## config.mk

```make
export PLATFORM = sky130hd
export DESIGN_NAME = edid_base_block_parser_core
export DESIGN_NICKNAME = d
export VERILOG_FILES = /design/src/sv/ebbp_pkg.sv /design/src/sv/ebbp_decode.sv /design/src/sv/edid_base_block_parser_core.sv
export VERILOG_INCLUDE_DIRS = /design/src /design/src/sv
export SDC_FILE = /design/constraint.sdc
export NUM_CORES = 1
export LEC_CHECK = 0
export BUFFER_PORTS_ARGS = -buffer_cell sky130_fd_sc_hd__buf_2
export CORE_ASPECT_RATIO = 0.5
export CORE_MARGIN = 2
export CORE_UTILIZATION = 57
export DETAILED_ROUTE_END_ITERATION = 6
export GPL_TIMING_DRIVEN = 0
export HOLD_SLACK_MARGIN = 0.12
export PLACE_DENSITY = 0.78
export SYNTH_ARGS = -nofsm -noshare
export SYNTH_HDL_FRONTEND = slang
export SYNTH_HIERARCHICAL = 1
export SYNTH_SLANG_ARGS = --single-unit
```

## constraint.sdc

```tcl
create_clock -name clk -period 7.6 [get_ports clk]
set_input_delay 1.52 -clock clk [delete_from_list [all_inputs] [get_ports clk]]
set_output_delay 1.52 -clock clk [all_outputs]
set_load 0.01 [all_outputs]
```

## src/sv/edid_base_block_parser_core_assert.svh

```systemverilog
// Assertion macros for the EDID base block parser core.
// Expects clk and arst_n in the scope that uses them; no other dependencies.
`ifndef EDID_BASE_BLOCK_PARSER_CORE_ASSERT_SVH
`define EDID_BASE_BLOCK_PARSER_CORE_ASSERT_SVH

`define EBBP_ASSERT_SAME(label, cond, consq, msg) \
	label: assert property (@(posedge clk) disable iff (!arst_n) (cond) |-> (consq)) \
		else $error(msg);

`define EBBP_ASSERT_NEXT(label, cond, consq, msg) \
	label: assert property (@(posedge clk) disable iff (!arst_n) (cond) |=> (consq)) \
		else $error(msg);

`endif

```

## src/sv/ebbp_pkg.sv

```systemverilog
// Shared types and constants for the EDID base block parser core.
// No dependencies; used by ebbp_decode and the top level.
package ebbp_pkg;

	typedef enum logic [1:0] {
		KIND_TIMING  = 2'd0,
		KIND_DISPLAY = 2'd1,
		KIND_UNKNOWN = 2'd2,
		KIND_SUMMARY = 2'd3
	} kind_t;

	typedef enum logic [1:0] {
		STATUS_VALID        = 2'd0,
		STATUS_CHECKSUM_BAD = 2'd1,
		STATUS_HEADER_BAD   = 2'd2,
		STATUS_VERSION_BAD  = 2'd3
	} status_t;

	localparam logic [6:0] BLOCK_LAST   = 7'd127;
	localparam logic [6:0] DESC_START   = 7'h36;
	localparam logic [6:0] VERSION_POS  = 7'h12;
	localparam logic [6:0] REVISION_POS = 7'h13;
	localparam int         DESC_SIZE    = 18;
	localparam logic [4:0] DESC_LAST    = 5'(DESC_SIZE - 1);
	localparam logic [7:0] VERSION_OK   = 8'd1;
	localparam logic [7:0] REVISION_MAX = 8'd4;

	typedef logic [DESC_SIZE-2:0][7:0] desc_head_t;

	typedef struct packed {
		kind_t       kind;
		logic [15:0] dot_clock;
		logic [11:0] h_visible;
		logic [11:0] h_blank;
		logic [11:0] v_visible;
		logic [11:0] v_blank;
		logic [9:0]  h_front_porch;
		logic [9:0]  h_pulse;
		logic [5:0]  v_front_porch;
		logic [5:0]  v_pulse;
		logic [7:0]  flag_or_tag;
		status_t     status;
	} result_t;

	function automatic logic [7:0] header_byte(input logic [2:0] idx);
		return (idx == 3'd0 || idx == 3'd7) ? 8'h00 : 8'hff;
	endfunction

endpackage

```

## src/sv/ebbp_decode.sv

```systemverilog
// Decodes one 18-byte descriptor into a timing, display or unknown descriptor result.
// Depends on ebbp_pkg.
module ebbp_decode import ebbp_pkg::*; (
	input  desc_head_t  head,
	input  logic [7:0]  last_byte,
	output result_t     result
);

	always_comb begin
		result = '0;
		if (head[0] != 8'd0 || head[1] != 8'd0) begin
			result.kind          = KIND_TIMING;
			result.dot_clock     = {head[1], head[0]};
			result.h_visible     = {head[4][7:4], head[2]};
			result.h_blank       = {head[4][3:0], head[3]};
			result.v_visible     = {head[7][7:4], head[5]};
			result.v_blank       = {head[7][3:0], head[6]};
			result.h_front_porch = {head[11][7:6], head[8]};
			result.h_pulse       = {head[11][5:4], head[9]};
			result.v_front_porch = {head[11][3:2], head[10][7:4]};
			result.v_pulse       = {head[11][1:0], head[10][3:0]};
			result.flag_or_tag   = last_byte;
		end else if (head[2] != 8'd0) begin
			result.kind = KIND_UNKNOWN;
		end else begin
			result.kind        = KIND_DISPLAY;
			result.flag_or_tag = head[3];
		end
	end

endmodule

```

## src/sv/edid_base_block_parser_core.sv

```systemverilog
// A byte that causes a result passes through the input register, and the result is then held in the result register.
// Throughput: one byte per cycle; the input register and the result register let a new byte
// enter while a result waits, and only a stalled, full result register holds the input.
// Reset (arst_n low): byte position, checksum, header flag, version and revision clear at once;
// the descriptor store is not reset. The state also clears after byte 127 of every block.
// Depends on ebbp_pkg, ebbp_decode and edid_base_block_parser_core_assert.svh.
`include "edid_base_block_parser_core_assert.svh"

module edid_base_block_parser_core import ebbp_pkg::*; #(
	parameter int DESCRIPTOR_COUNT = 4
) (
	input  logic        clk,
	input  logic        arst_n,
	input  logic        in_valid,
	output logic        in_stall,
	input  logic [7:0]  data_byte,
	output logic        out_valid,
	input  logic        out_stall,
	output logic [1:0]  kind,
	output logic [15:0] dot_clock,
	output logic [11:0] h_visible,
	output logic [11:0] h_blank,
	output logic [11:0] v_visible,
	output logic [11:0] v_blank,
	output logic [9:0]  h_front_porch,
	output logic [9:0]  h_pulse,
	output logic [5:0]  v_front_porch,
	output logic [5:0]  v_pulse,
	output logic [7:0]  flag_or_tag,
	output logic [1:0]  status
);

	localparam logic [6:0] DESC_END = 7'(DESC_START + DESC_SIZE * DESCRIPTOR_COUNT);

	logic        valid_s1;
	logic [7:0]  byte_s1;
	logic        advance;

	logic [6:0]  pos_q;
	logic [7:0]  sum_q;
	logic        hdr_match_q;
	logic [7:0]  version_q;
	logic [7:0]  revision_q;
	logic [4:0]  desc_off_q;
	logic [7:0]  desc_q [DESC_SIZE-1];

	logic        step;
	logic        in_desc;
	logic        desc_done;
	logic [7:0]  sum_next;
	logic        hdr_ok;
	desc_head_t  head;
	result_t     desc_result;
	result_t     summary;
	result_t     out_q;
	logic        out_valid_q;

	assign advance  = !out_valid_q || !out_stall;
	assign in_stall = valid_s1 && !advance;
	assign step     = valid_s1 && advance;

	always_ff @(posedge clk or negedge arst_n) begin
		if (!arst_n) begin
			valid_s1 <= 1'b0;
		end else if (!in_stall) begin
			valid_s1 <= in_valid;
		end
	end

	always_ff @(posedge clk) begin
		if (in_valid && !in_stall) begin
			byte_s1 <= data_byte;
		end
	end

	assign in_desc   = (pos_q >= DESC_START) && (pos_q < DESC_END);
	assign desc_done = in_desc && (desc_off_q == DESC_LAST);
	assign sum_next  = sum_q + byte_s1;
	assign hdr_ok    = (pos_q[6:3] != 4'd0) || (byte_s1 == header_byte(pos_q[2:0]));

	always_comb begin
		for (int i = 0; i < DESC_SIZE - 1; i++) begin
			head[i] = desc_q[i];
		end
	end

	ebbp_decode u_decode (
		.head      (head),
		.last_byte (byte_s1),
		.result    (desc_result)
	);

	always_comb begin
		summary      = '0;
		summary.kind = KIND_SUMMARY;
		if (sum_next != 8'd0) begin
			summary.status = STATUS_CHECKSUM_BAD;
		end else if (!hdr_match_q) begin
			summary.status = STATUS_HEADER_BAD;
		end else if (version_q != VERSION_OK || revision_q > REVISION_MAX) begin
			summary.status = STATUS_VERSION_BAD;
		end else begin
			summary.status = STATUS_VALID;
		end
	end

	always_ff @(posedge clk or negedge arst_n) begin
		if (!arst_n) begin
			pos_q       <= '0;
			sum_q       <= '0;
			hdr_match_q <= 1'b1;
			version_q   <= '0;
			revision_q  <= '0;
			desc_off_q  <= '0;
		end else if (step) begin
			if (pos_q == BLOCK_LAST) begin
				pos_q       <= '0;
				sum_q       <= '0;
				hdr_match_q <= 1'b1;
				version_q   <= '0;
				revision_q  <= '0;
				desc_off_q  <= '0;
			end else begin
				pos_q       <= pos_q + 7'd1;
				sum_q       <= sum_next;
				hdr_match_q <= hdr_match_q && hdr_ok;
				if (pos_q == VERSION_POS) begin
					version_q <= byte_s1;
				end
				if (pos_q == REVISION_POS) begin
					revision_q <= byte_s1;
				end
				if (in_desc) begin
					desc_off_q <= desc_done ? 5'd0 : desc_off_q + 5'd1;
				end
			end
		end
	end

	always_ff @(posedge clk) begin
		if (step && in_desc && !desc_done) begin
			desc_q[desc_off_q] <= byte_s1;
		end
	end

	always_ff @(posedge clk or negedge arst_n) begin
		if (!arst_n) begin
			out_valid_q <= 1'b0;
		end else if (advance) begin
			out_valid_q <= step && (desc_done || pos_q == BLOCK_LAST);
		end
	end

	always_ff @(posedge clk) begin
		if (step && pos_q == BLOCK_LAST) begin
			out_q <= summary;
		end else if (step && desc_done) begin
			out_q <= desc_result;
		end
	end

	assign out_valid     = out_valid_q;
	assign kind          = out_q.kind;
	assign dot_clock     = out_q.dot_clock;
	assign h_visible     = out_q.h_visible;
	assign h_blank       = out_q.h_blank;
	assign v_visible     = out_q.v_visible;
	assign v_blank       = out_q.v_blank;
	assign h_front_porch = out_q.h_front_porch;
	assign h_pulse       = out_q.h_pulse;
	assign v_front_porch = out_q.v_front_porch;
	assign v_pulse       = out_q.v_pulse;
	assign flag_or_tag   = out_q.flag_or_tag;
	assign status        = out_q.status;

	`EBBP_ASSERT_NEXT(a_summary_at_end, step && pos_q == BLOCK_LAST,
		out_valid_q && out_q.kind == KIND_SUMMARY, "missing block summary after last byte")
	`EBBP_ASSERT_NEXT(a_restart_clear, step && pos_q == BLOCK_LAST,
		pos_q == 7'd0 && sum_q == 8'd0 && hdr_match_q, "state not cleared after last byte")
	`EBBP_ASSERT_SAME(a_offset_idle, pos_q < DESC_START,
		desc_off_q == 5'd0, "descriptor offset moved before first descriptor")

endmodule
```

======== After elaboration in Yosys (flattened, before gate mapping) ========
Memory sizes are Yosys's and may differ from the RTL's.
Cells that the tools add are included.
storage, ports and cells
  memories ................................ 1
  register bits ........................... 155
  word-level logic and storage cells ...... 93
  RAM bits ................................ 136
  output and inout port bits .............. 110
  bits of input ports ..................... 12
memory list
  memory  words  bits a word  rd ports  clocked after Yosys merged registers in  write ports  line                               source
  desc_q  17     8            12        0                                        1            edid_base_block_parser_core.sv:45  logic [7:0] desc_q [DESC_SIZE-1];
operators by class
  reduce and logical (&&, ||, !) cells .... 35
  muxes and demuxes ....................... 23
  add/sub/neg operators ................... 3
  order comparisons ....................... 3
  eq/ne operators ......................... 7
operator list
  kind                                                               count
  2-to-1 mux 96 bit                                                  1
  2-to-1 mux 8 bit                                                   8
  nonzero test 8 bit                                                 4
  2-to-1 mux 5 bit                                                   3
  == test 7 x 5 -> 1 bit, second input constant                      2
  2-to-1 mux 2 bit                                                   7
  logical AND 1 bit                                                  11
  adder 8 bit                                                        1
  == test 8 bit                                                      1
  > comparator 8 x 3 -> 1 bit, second input constant                 1
  != test 8 x 1 -> 1 bit, second input constant                      1
  nonzero test 2 bit                                                 4
  adder 7 x 1 -> 7 bit, second input constant                        1
  == test 7 bit, second input constant                               1
  greater-or-equal comparator 7 x 6 -> 1 bit, second input constant  1
  less-than comparator 7 bit, second input constant                  1
  2-to-1 mux 7 bit                                                   1
  logical OR 1 bit                                                   6
  AND reduction 2 bit                                                3
  adder 5 x 1 -> 5 bit, second input constant                        1
  == test 5 bit, second input constant                               1
  zero test 1 bit                                                    5
  nonzero test 4 bit                                                 1
  == test 3 bit, second input constant                               1
  other kinds (2)                                                    4

======== Depth between registers and ports, before layout ========
  word-level depth ........................ 7
  gate-level depth with buffers ........... 10
  depth with buffers taken out ............ 7

======== Cells and area by module ========
Netlist, hierarchy kept.
modules (own cells, without submodules)
  module                       seq. area each (sq um)  area each (sq um)  cells each  instances
  edid_base_block_parser_core  7,483.4                 10,492.6           890         1
  ebbp_decode                  0.0                     880.8              134         1

======== Least setup slack after synthesis ========
No wires, ideal clock.
  path kind ............................... in2reg
  from .................................... in out_stall
  to ...................................... mem desc_q[0][0] (enable)
  stages .................................. 5
  data arrival time ....................... 2,874 ps
  setup time .............................. 370 ps
  buffers on the path ..................... 1
  path slack .............................. 4,356 ps
  required time ........................... 7,230 ps
  cell sequence ........................... a21bo_2 > buf_2 > a211oi_1 > nand3_1 > nor2_1
between the ends
  longest elaborated chain between the ends .. 7
RTL lines
  what                                    line                                source
  start, declared                         edid_base_block_parser_core.sv:18   input logic out_stall,
  zero test 1 bit                         edid_base_block_parser_core.sv:58   assign advance = !out_valid_q || !out_stall;
  logical OR 1 bit                        edid_base_block_parser_core.sv:58
  logical AND 1 bit                       edid_base_block_parser_core.sv:60   assign step = valid_s1 && advance;
  logical AND 1 bit (2 in series)         edid_base_block_parser_core.sv:141  if (step && in_desc && !desc_done) begin
  2-to-1 mux 1 bit                        edid_base_block_parser_core.sv:141
  2-to-1 mux 1 bit (not written as such)  edid_base_block_parser_core.sv:142  desc_q[desc_off_q] <= byte_s1;
  end, declared                           edid_base_block_parser_core.sv:45
No other way between the ends.

======== Final worst setup path ========
  from .................................... in out_stall
  to ...................................... out in_stall
between the ends
  longest elaborated chain between the ends .. 4
RTL lines
  what               line                               source
  zero test 1 bit    edid_base_block_parser_core.sv:58
  logical OR 1 bit   edid_base_block_parser_core.sv:58
  zero test 1 bit    edid_base_block_parser_core.sv:59  assign in_stall = valid_s1 && !advance;
  logical AND 1 bit  edid_base_block_parser_core.sv:59
  end, declared      edid_base_block_parser_core.sv:15  output logic in_stall,
No other way between the ends.

==> reports/metrics.sh <==
ENDPOINT='in_stall'
CLK_PIN_SLEW_WORST_PATHS_NS=0.06
RSZ0062_AT_GRT='no'
CRITPATHREQUIREDTIME_NS=6.08
WORST_R2R_ENDPOINT='status[0]$_DFFE_PP_'
CLOCK_POWER_SHARE_PCT=38.0
FINALHOLDVIOLATIONS=0
REG2REG_SLACK_NS=4.53
DRIVE_ABOVE_1_SHARE_PCT=18.2
SWITCHING_SHARE_PCT=25.0
HOLDBUFCOUNTCTS=0
IO_BUFFERS=121
LEAKAGEPOWER_nW=4.74
PRE_CTS_WS_NS=3.81
TIMING.RR.START='byte_s1[1]$_DFFE_PP_'
MULTI_INPUT_COMB_AREA_MM2=0.00348
SLEW_HEADROOM_PCT=30.9
ROUTED_WIRELENGTH_UM=23000
POSTROUTEANTENNANETS=0
YOSYS_WARNINGS=6
POSTSYNTHCELLCOUNT=977
AREAGROWTHSYNTHTOFINISH_PCT=16.3
GRT_PASS1_VIAS=7161
GLOBALROUTEOVERFLOWTOTAL=0
FINAL_PERIOD_MINUS_WORST_SETUP_SLACK_NS=3.46
GROUTE.USAGE.OVERALL_PCT=24.6
INITIALDRTVIOLATIONCOUNT=536
CTS_ROOT_BUFFER='clkbuf_16'
CRITICAL_PATH.MAX_FANOUT=4
CLOCK.FMAX_MHz=289
ARRIVAL_NS=1.94
CTS-ROOT-TO-SINK-BUFFERS=3
FINALSETUPTNS_NS=0
MAX-CAP-VIOLATIONS=0
FP.DIEW_UM=193
CTS_TREE='yes'
WORST-SLEW-PIN-TRANSITION_NS=1.04
CHIPHEIGHT_UM=98.3
VIA_PER_INST=5.49
WORSTREGTOREGCELLS=6
DP_HPWL_UM=15400
FP.DIEAREA_MM2=0.0189
MIN_PERIOD_OVER_PERIOD_PCT=45.5
CTS_SINKS=251
SETUP-VIOLATIONS-FINAL=0
NUM-NETS-FINAL=1150
CELLINTERNALPOWER_W=0.00230
INSERTION_DELAY_NS=0.51
SYNTH_AREA_PER_CELL_UM2=10.4
SYNTHESIS.AREA_MM2=0.0101
POWER-PER-CELL-AREA_mW_PER_MM2=260
POST_LAYOUT_TOTAL_POWER_W=0.00307
KIND_OF_CRITICAL_PATH='input port to output pin'
GRT_ANTENNA_BEFORE_REPAIR=0
LAYOUT.FILLER_CELLS=1302
FP-ROW-COUNT=34
WORSTSETUPSTARTPOINT='out_stall'
FLOORPLAN.IO_PINS=122
COMBINATIONALPOWERSHARE_PCT=11.7
GP_CONGESTION=0.844
END_KIND='output pin'
SLEW_VIOLATIONS=0
POWER_FRAC_SEQ_PCT=50.4
LAYOUT_COMMON_CELLS='nand2_1 (268), buf_2 (132), a21oi_1 (114)'
INITIAL_UTILIZATION_PCT=58.3
CORE_MM2=0.0174
POSTCTSSETUPBUFFERS=0
HP-CLASS='flop to flop'
GRT_FIRST_PASS_WIRELENGTH_UM=36500
OUTCOME='finished, final reports clean'
DRC_MARKERS=0
SEQUENTIAL_CELL_AREA_MM2=0.00628
IRDROPWORSTVDD_V=0.000157
HOLD_SLACK_NS=0.452
DR_PASS1_ITERATIONS=5
NUMCTSBUFFERS=22
POWER_SWITCHING_W=0.000767
POST_CTS.RESIZED_INSTANCES=0
LAYOUT.CORE_UTILIZATION_PCT=67.8
FINAL.SETUP.WORST_SLACK_NS=4.14
CLOCK-SKEW-FINAL_NS=0.0117
ANTENNADIODECOUNT=0
ROUTE.VIAS.TOTAL=7536
LAYOUT_COMMONEST_CELL='nand2_1'
CRITICAL_PATH.STARTPOINT_TYPE='input port'
CTS.HTREE.LEVELS=1
LARGEST_NET_DEGREE_AT_THE_START_OF_GLOBAL_ROUTING=40
ROUTED_WIRE_LENGTH_PER_INSTANCE_UM=16.7
[area by class of cell]
cell class	count	share of cell area [%]
plain buffers	74	2.94
clock buffers	31	5.58
clock inverters	9	0.817
inverters	9	0.286
multi-input cells	644	29.5
flip-flops and latches	251	53.2
well taps	234	2.48
repair buffers	121	5.13
[critical path, cell delays in order]
cell	delay, ns
buf_2	0.12
nand3_1	0.11
inv_1	0.07
buf_2	0.12
[worst min-delay path by stage]
stage                                          to                          start  cells after the start
global placement          v_blank[0]$_SDFFE_PP0P_        v_blank[0]$_SDFFE_PP0P_                      2
finish                 dot_clock[10]$_SDFFE_PP0P_     dot_clock[10]$_SDFFE_PP0P_                      2
floorplan                    sum_q[0]$_DFFE_PN0P_           sum_q[0]$_DFFE_PN0P_                      2
detailed placement      h_visible[9]$_SDFFE_PP0P_      h_visible[9]$_SDFFE_PP0P_                      2
CTS                     h_visible[9]$_SDFFE_PP0P_      h_visible[9]$_SDFFE_PP0P_                      2
global route        v_front_porch[0]$_SDFFE_PP0P_  v_front_porch[0]$_SDFFE_PP0P_                      2
[routing by layer]
metal	GRT usage, %	wire length [um]
met1	35.7	10500
met2	39.6	10700
met3	3.77	1420
met4	5.58	372
met5	0	0
[per-stage QoR]
step	std cells	area, um2
3_5_place_dp	1333	11000
4_1_cts	1373	11800
3_3_place_gp	1333	11000
6_report	1373	11800
5_1_grt	1373	11800
2_1_floorplan	978	10100
[power by group through the flow]
stage / combinational [W] / sequential, W / clock, W
after floorplan: 0.000282 / 0.00155 / 0
after CTS: 0.000355 / 0.00154 / 0.00118
after detailed placement: 0.000349 / 0.00157 / 0
final: 0.000359 / 0.00155 / 0.00117
after global routing: 0.000403 / 0.00155 / 0.00123
after global placement: 0.000333 / 0.00157 / 0
[registers in the layout, summed over array words and instances, names as in the netlist]
signal,cells
status,2
flag_or_tag,8
byte_s1,8
v_visible,12
h_blank,12
desc_off_q,5
h_visible,12
sum_q,8
pos_q,7
v_blank,12
desc_q,96
kind,2
revision_q,8
valid_s1,1
dot_clock,16
v_front_porch,6
v_pulse,6
hdr_match_q,1
h_front_porch,10
out_valid,1
version_q,8
h_pulse,10
Note: power is estimated with default switching activity, not from simulation.
